**src/mlpf_pkg.sv**
```systemverilog
// Shared constants, types and codes for the multilevel priority FIFO.
package mlpf_pkg;

    localparam int MAX_LEVELS   = 8;
    localparam int LEVEL_DEPTH  = 16;
    localparam int TASK_ID_BITS = 16;

    localparam int LVL_W    = $clog2(MAX_LEVELS);
    localparam int LVLCNT_W = $clog2(MAX_LEVELS + 1);
    localparam int PTR_W    = $clog2(LEVEL_DEPTH);
    localparam int FILL_W   = $clog2(LEVEL_DEPTH + 1);
    localparam int ADDR_W   = LVL_W + PTR_W;
    localparam int STORE_DEPTH = MAX_LEVELS * (2 ** PTR_W);

    typedef logic [TASK_ID_BITS-1:0] task_t;
    typedef logic [LVL_W-1:0]        lvl_t;
    typedef logic [LVLCNT_W-1:0]     lvlcnt_t;
    typedef logic [PTR_W-1:0]        ptr_t;
    typedef logic [FILL_W-1:0]       fill_t;
    typedef logic [ADDR_W-1:0]       addr_t;

    typedef enum logic [1:0] {
        OP_PUSH  = 2'd0,
        OP_POP   = 2'd1,
        OP_QUERY = 2'd2
    } opcode_t;

    typedef enum logic [1:0] {
        ERR_OK        = 2'd0,
        ERR_BAD_PRIO  = 2'd1,
        ERR_FULL      = 2'd2,
        ERR_POP_EMPTY = 2'd3
    } err_t;

    typedef enum logic {
        ST_IDLE,
        ST_EXEC
    } state_t;

endpackage

```
**src/multilevel_priority_fifo.sv**
```systemverilog
// Multilevel priority FIFO: per-level task rings in one shared task store.
// Flow: the accept edge captures the beat and issues the registered head read of the
// task store; in EXEC the item commits, loading the output register, once the output
// slot is free or draining. A new beat is taken only after the current one commits.
// Reset: rst_n is asynchronous, active low; clears pointers, fill counts and
// handshake state, and sets the level register to 8. The task store is not cleared.
module multilevel_priority_fifo (
    input  logic        clk,
    input  logic        rst_n,

    // configuration write channel
    input  logic        cfg_valid,
    output logic        cfg_ready,
    input  logic [3:0]  levels_in_use,

    // input channel
    input  logic        in_valid,
    output logic        in_stall,
    input  logic [1:0]  opcode,
    input  logic [15:0] task_id,
    input  logic [3:0]  priority_req,

    // output channel
    output logic        out_valid,
    input  logic        out_stall,
    output logic        head_valid,
    output logic [15:0] head_task_id,
    output logic [3:0]  head_priority,
    output logic [7:0]  total_count,
    output logic [4:0]  level_count,
    output logic [1:0]  error_code
);

    // ------------------------------------------------------------------
    // State
    // ------------------------------------------------------------------
    mlpf_pkg::state_t state_reg, state_next;

    logic [3:0]      levels_reg;

    mlpf_pkg::ptr_t  head_ptr_reg [mlpf_pkg::MAX_LEVELS];
    mlpf_pkg::ptr_t  tail_ptr_reg [mlpf_pkg::MAX_LEVELS];
    mlpf_pkg::fill_t fill_reg     [mlpf_pkg::MAX_LEVELS];
    mlpf_pkg::ptr_t  head_ptr_next[mlpf_pkg::MAX_LEVELS];
    mlpf_pkg::ptr_t  tail_ptr_next[mlpf_pkg::MAX_LEVELS];
    mlpf_pkg::fill_t fill_next    [mlpf_pkg::MAX_LEVELS];

    // captured input beat
    logic [1:0]      op_reg;
    mlpf_pkg::task_t tid_reg;
    logic [3:0]      pr_reg;

    // task store: one ring of LEVEL_DEPTH entries per level, addressed {level, ptr}
    mlpf_pkg::task_t task_store [mlpf_pkg::STORE_DEPTH];
    mlpf_pkg::task_t rd_data_reg;
    mlpf_pkg::addr_t rd_addr;
    mlpf_pkg::addr_t wr_addr;
    logic            wr_en;

    // output register
    logic        out_valid_reg, out_valid_next;
    logic        head_valid_reg;
    logic [15:0] head_task_id_reg;
    logic [3:0]  head_priority_reg;
    logic [7:0]  total_count_reg;
    logic [4:0]  level_count_reg;
    logic [1:0]  error_code_reg;

    // ------------------------------------------------------------------
    // Combinational signals
    // ------------------------------------------------------------------
    logic              in_accept;
    logic              commit;
    mlpf_pkg::lvlcnt_t act_levels;
    logic              found_v;
    mlpf_pkg::lvl_t    found_idx;
    logic              pr_ok;
    mlpf_pkg::lvl_t    pr_idx;
    mlpf_pkg::err_t    err;
    logic [7:0]        total_sum;
    logic [4:0]        lcount;

    assign cfg_ready = 1'b1;            // the user must send config only while idle; the block does not enforce it
    assign in_stall  = (state_reg != mlpf_pkg::ST_IDLE);
    assign in_accept = in_valid && !in_stall;

    // An item in EXEC finishes once the output slot is free or draining.
    assign commit = (state_reg == mlpf_pkg::ST_EXEC) && (!out_valid_reg || !out_stall);

    // Active level count, saturated to MAX_LEVELS.
    assign act_levels = (32'(levels_reg) > mlpf_pkg::MAX_LEVELS)
                        ? mlpf_pkg::LVLCNT_W'(mlpf_pkg::MAX_LEVELS)
                        : mlpf_pkg::LVLCNT_W'(levels_reg);

    // Highest non-empty active level. Pointers and fills only move on commit,
    // so this is the same at the accept edge and during EXEC.
    always_comb
    begin
        found_v   = 1'b0;
        found_idx = '0;
        for (int i = 0; i < mlpf_pkg::MAX_LEVELS; i++)
        begin
            if ((i < 32'(act_levels)) && (fill_reg[i] != '0))
            begin
                found_v   = 1'b1;
                found_idx = mlpf_pkg::LVL_W'(i);
            end
        end
    end

    // Head read is issued on the accept edge, data lands for EXEC.
    assign rd_addr = {found_idx, head_ptr_reg[found_idx]};

    assign pr_ok  = (pr_reg != 4'd0) && (32'(pr_reg) <= 32'(act_levels));
    assign pr_idx = mlpf_pkg::LVL_W'(pr_reg - 4'd1);

    function automatic mlpf_pkg::ptr_t ring_next(input mlpf_pkg::ptr_t p);
        ring_next = (p == mlpf_pkg::PTR_W'(mlpf_pkg::LEVEL_DEPTH - 1))
                    ? '0 : p + mlpf_pkg::PTR_W'(1);
    endfunction

    // Operation decode and state update
    always_comb
    begin
        head_ptr_next = head_ptr_reg;
        tail_ptr_next = tail_ptr_reg;
        fill_next     = fill_reg;
        err           = mlpf_pkg::ERR_OK;
        wr_en         = 1'b0;
        wr_addr       = {pr_idx, tail_ptr_reg[pr_idx]};

        case (op_reg)
            mlpf_pkg::OP_PUSH:
            begin
                if (!pr_ok)
                    err = mlpf_pkg::ERR_BAD_PRIO;
                else if (32'(fill_reg[pr_idx]) >= mlpf_pkg::LEVEL_DEPTH)
                    err = mlpf_pkg::ERR_FULL;
                else
                begin
                    wr_en                 = 1'b1;
                    tail_ptr_next[pr_idx] = ring_next(tail_ptr_reg[pr_idx]);
                    fill_next[pr_idx]     = fill_reg[pr_idx] + mlpf_pkg::FILL_W'(1);
                end
            end
            mlpf_pkg::OP_POP:
            begin
                if (!found_v)
                    err = mlpf_pkg::ERR_POP_EMPTY;
                else
                begin
                    head_ptr_next[found_idx] = ring_next(head_ptr_reg[found_idx]);
                    fill_next[found_idx]     = fill_reg[found_idx] - mlpf_pkg::FILL_W'(1);
                end
            end
            default:
            begin
                // query, and the unused opcode, only report
                if (!pr_ok)
                    err = mlpf_pkg::ERR_BAD_PRIO;
            end
        endcase
    end

    // Counts after the operation
    always_comb
    begin
        total_sum = '0;
        for (int i = 0; i < mlpf_pkg::MAX_LEVELS; i++)
        begin
            if (i < 32'(act_levels))
                total_sum = total_sum + 8'(fill_next[i]);
        end
        lcount = pr_ok ? 5'(fill_next[pr_idx]) : 5'd0;
    end

    // Next state and output slot control
    always_comb
    begin
        state_next = state_reg;
        case (state_reg)
            mlpf_pkg::ST_IDLE:
            begin
                if (in_accept)
                    state_next = mlpf_pkg::ST_EXEC;
            end
            mlpf_pkg::ST_EXEC:
            begin
                if (commit)
                    state_next = mlpf_pkg::ST_IDLE;
            end
            default:
            begin
                state_next = mlpf_pkg::ST_IDLE;
            end
        endcase
        out_valid_next = commit ? 1'b1 : (out_valid_reg && out_stall);
    end

    // ------------------------------------------------------------------
    // Registers
    // ------------------------------------------------------------------
    always_ff @(posedge clk or negedge rst_n)
    begin
        if (!rst_n)
        begin
            state_reg     <= mlpf_pkg::ST_IDLE;
            out_valid_reg <= 1'b0;
            levels_reg    <= 4'd8;
            for (int i = 0; i < mlpf_pkg::MAX_LEVELS; i++)
            begin
                head_ptr_reg[i] <= '0;
                tail_ptr_reg[i] <= '0;
                fill_reg[i]     <= '0;
            end
        end
        else
        begin
            state_reg     <= state_next;
            out_valid_reg <= out_valid_next;
            if (cfg_valid && cfg_ready)
                levels_reg <= levels_in_use;
            if (commit)
            begin
                head_ptr_reg <= head_ptr_next;
                tail_ptr_reg <= tail_ptr_next;
                fill_reg     <= fill_next;
            end
        end
    end

    // Captured beat and result payload: no reset needed
    always_ff @(posedge clk)
    begin
        if (in_accept)
        begin
            op_reg  <= opcode;
            tid_reg <= mlpf_pkg::task_t'(task_id);
            pr_reg  <= priority_req;
        end
        if (commit)
        begin
            head_valid_reg    <= found_v;
            head_task_id_reg  <= found_v ? 16'(rd_data_reg) : 16'd0;
            head_priority_reg <= found_v ? (4'(found_idx) + 4'd1) : 4'd0;
            total_count_reg   <= total_sum;
            level_count_reg   <= lcount;
            error_code_reg    <= err;
        end
    end

    // Task store: one write port (push), one registered read port (head)
    always_ff @(posedge clk)
    begin
        if (commit && wr_en)
            task_store[wr_addr] <= tid_reg;
        if (in_accept)
            rd_data_reg <= task_store[rd_addr];
    end

    // ------------------------------------------------------------------
    // Outputs
    // ------------------------------------------------------------------
    assign out_valid     = out_valid_reg;
    assign head_valid    = head_valid_reg;
    assign head_task_id  = head_task_id_reg;
    assign head_priority = head_priority_reg;
    assign total_count   = total_count_reg;
    assign level_count   = level_count_reg;
    assign error_code    = error_code_reg;

endmodule

```
**config.mk**
```make
export PLATFORM = sky130hd
export DESIGN_NAME = multilevel_priority_fifo
export DESIGN_NICKNAME = d
export VERILOG_FILES = /design/src/mlpf_pkg.sv /design/src/multilevel_priority_fifo.sv
export SDC_FILE = /design/constraint.sdc
export NUM_CORES = 2
export LEC_CHECK = 0
export ABC_AREA = 0
export BUFFER_PORTS_ARGS = -buffer_cell sky130_fd_sc_hd__buf_2
export CAP_MARGIN = 20
export CELL_PAD_IN_SITES_DETAIL_PLACEMENT = 1
export CELL_PAD_IN_SITES_GLOBAL_PLACEMENT = 1
export CORE_MARGIN = 5
export CORE_UTILIZATION = 25
export DETAILED_ROUTE_END_ITERATION = 6
export GPL_TIMING_DRIVEN = 0
export PLACE_DENSITY_LB_ADDON = 0.05
export SYNTH_ARGS = -nofsm -noshare
export SYNTH_HDL_FRONTEND = slang
export SYNTH_SLANG_ARGS = --single-unit
```
**constraint.sdc**
```tcl
create_clock -name clk -period 11.41 [get_ports clk]
set_clock_uncertainty 0.05 [all_clocks]
set_input_delay 2.282 -clock clk [delete_from_list [all_inputs] [get_ports clk]]
set_output_delay 2.282 -clock clk [all_outputs]
set_load 0.005 [all_outputs]
```
==> results.yml <==
floorplan:
  core-area_um2: 369000
  row_count: 223
  die_w_um: 619
  chipHeight_um: 619
  dieArea_um2: 383000
  ioPinCount: 70
  start_util_pct: 25.1
placed_design:
  dpl.cell_count: 12500
  place_area_um2: 108000
  dp_slack_ns: -4.51
  io_buffers: 68
  hpwlAfterDp_um: 456000
  gp_congestion: 0.905
yosys:
  synth_fp_nets: 7178
  postSynthCellCount: 7095
  synth_seq_area_share_pct: 71.6
  syn-cell-area_um2: 92800
  synth_flop_cell: "edfxtp_1"
  synth_seq_cells: 2232
  synth.distinct_cells: 90
  yosysTopAreaCellShare_pct: 68.7
  ys_async_sr_fraction_pct: 4.93
  synth_area_leaders: "edfxtp_1 (69%), nand2_1 (7.1%), dfrtp_1 (2.9%)"
  synth_top_area_cell: "edfxtp_1"
  synth_warnings: 0
  synth-edff-count: 2122
  avgSynthCellArea_um2: 13.1
worst_setup_path:
  path_buf_inv: 3
  path_common_cell: "ha_1"
  crit_path_end_kind: "flop"
  cp_slowest_stage_delay_ns: 0.65
  cp_top_family: "compound AO/OA/AOI/OAI gates"
  crit_path_max_fanout: 8
  cp.required_ns: 12.00
  cp_data_arrival_time_ns: 11.50
  crit_path_start_kind: "flop"
  r2r_setup_slack_ns: 0.50
  critical_path_class: "flop to flop"
  slowest_stage: "or4_4"
cts:
  cts.sink_count: 2232
  clk_pin_slew_worst_paths_ns: 0.05
  cts_hold_buf: 0
  cts_buffers: 281
  clockBufferDepth: 4
  cts-root-buf: "clkbuf_16"
  insertion_delay_ns: 0.96
  htreeDepth: 5
  cts_tree: "done"
grt:
  grt_pass1_wl_um: 779000
  grt_usage_pct: 31.4
  grt_overflow: 0
  grt_start_max_net_pins: 75
  antenna_found_initial: 117
  grt_pass1_vias: 69300
sta:
  timing.final.ws_setup_ns: 0.502
  worstMarginPinSlew_ns: 1.46
  period_minus_slack_ns: 10.91
  fmax_mhz: 91.7
  final.period_utilization_pct: 95.6
  finalSetupViolations: 0
  slew_headroom_pct: 1.59
  fin_hold_ws_ns: 0.435
  slew_violations: 0
  hold_viol: 0
route:
  drtIter0Drc: 10900
  wirelength_um: 621000
  antenna_left: 0
  vias_per_cell: 5.62
  wl_per_cell_um: 47.6
  num_vias: 73300
  post-route-drc-count: 0
  first_pass_iters: 6
cells_and_area:
  regArea_um2: 66500
  largest_reg_flops: 2048
  multi_input_area_um2: 25700
  nets: 7927
  layout-drive-gt1-share_pct: 18.3
  stdcell_count: 13000
  fillers: 39100
  syn_to_final_growth_pct: 26.5
  final_cell_area_um2: 117000
run_status:
  violations: "max-capacitance violations"
  status: "finished, violations left"
run:
  drv_cap: 1
min_path:
  hold_class: "flop to flop"
==> synthesized netlist by cell type (45+ instances only) <==
master    number
nand3_1      344
nand4_1       66
a32oi_1       84
edfxtp_1    2122
nor2_1       271
ha_1          45
inv_1         74
a31oi_1      138
and3_1       117
buf_2        196
o21ai_0      151
dfrtp_1      109
nor3_1        47
mux2i_1      264
nand2_1     1743
clkbuf_1     151
mux2_2        61
o22ai_1      117
a21oi_1      349
==> cells by family after synthesis <==
logic type	Yosys count	share of synthesized area (%)
AND/OR/NAND/NOR	2765	12.8
flip-flops	2232	71.6
AO/OA/AOI/OAI	1186	8.33
buffers and inverters	491	2.39
multiplexers	331	3.73
adder cells (fa/ha/maj)	52	0.758
XOR/XNOR	37	0.349
other	1	0.00404
==> final cells by class <==
cell class	count	area share, %
Sequential cell	2232	56.6
Inverter	77	0.256
Tap cell	4950	5.28
Buffer	406	1.79
Timing Repair Buffer	474	6.80
Multi-Input combinational cell	4372	21.9
Antenna cell	32	0.0682
Clock inverter	133	0.783
Clock buffer	356	6.48
==> worst paths after layout <==
| check | start | endpoint | depth (start not counted) |
|---|---|---|---|
| max | fill_reg[0]$_DFFE_PN0P_ | total_count[7]$_DFFE_PP_ | 42 |
| min | tail_ptr_reg[12]$_DFFE_PN0P_ | tail_ptr_reg[12]$_DFFE_PN0P_ | 2 |
| max reg2reg | fill_reg[0]$_DFFE_PN0P_ | total_count[7]$_DFFE_PP_ | 42 |
| min reg2reg | tail_ptr_reg[12]$_DFFE_PN0P_ | tail_ptr_reg[12]$_DFFE_PN0P_ | 2 |
| max in group asynchronous | rst_n | fill_reg[17]$_DFFE_PN0P_ | 2 |
| min in group asynchronous | rst_n | head_ptr_reg[8]$_DFFE_PN0P_ | 1 |
==> per-stage QoR <==
| step | TNS [ns] | util, % |
|---|---|---|
| 4_1_cts | 0 | 31.6 |
| 2_1_floorplan | 0 | - |
| 3_5_place_dp | -27.14 | 29.2 |
| 5_1_grt | -0.0223 | 31.8 |
| 6_report | 0 | 31.8 |
| 3_3_place_gp | -272.19 | 26.9 |
==> metal layers <==
layer  GRT usage (%)  up-vias  share of wire [%]
met2            49.0     4214                 45
met4            15.1       28                5.9
met3            5.59     1031                7.8
met5               0        -              0.032
li1                -    28200                  -
met1            42.3    39800                 42
==> worst min-delay path: cells and delay by family (launching register included) <==
kind          cells  cell delay [ns]
simple gates      2             0.11
flops             1             0.34
==> timing repair <==
| action | 4_1_cts | 5_1_grt |
|---|---|---|
| buffers inserted | 14 | 33 |
| gates cloned | 0 | 0 |
| gates resized for setup | 100 | 77 |
| pin swaps | 8 | 15 |
| setup endpoints to repair | 8 | 5 |
==> cells in the final DEF, fill, tap and decap left out, drive strengths merged, types with 22 or more instances in the layout <==
cell type	synthesis	routed
a211oi	31	31
a21o	28	28
a21oi	349	349
a221oi	22	22
a22oi	29	29
a311oi	31	31
a31oi	138	138
a32oi	84	84
and3	117	117
buf	263	737
clkbuf	151	497
clkinv	2	108
dfrtp	109	109
diode	0	32
edfxtp	2122	2122
ha	45	45
inv	75	83
mux2	61	61
mux2i	264	264
nand2	1744	1744
nand3	344	344
nand4	67	67
nor2	272	272
nor2b	37	37
nor3	50	50
nor4	38	38
o21ai	159	159
o221ai	27	27
o22ai	118	118
or4	25	25
xnor2	23	23
Power is left out: the tool's default activity adds up to more than one toggle a clock period on the data nets, which glitch-free logic cannot reach.
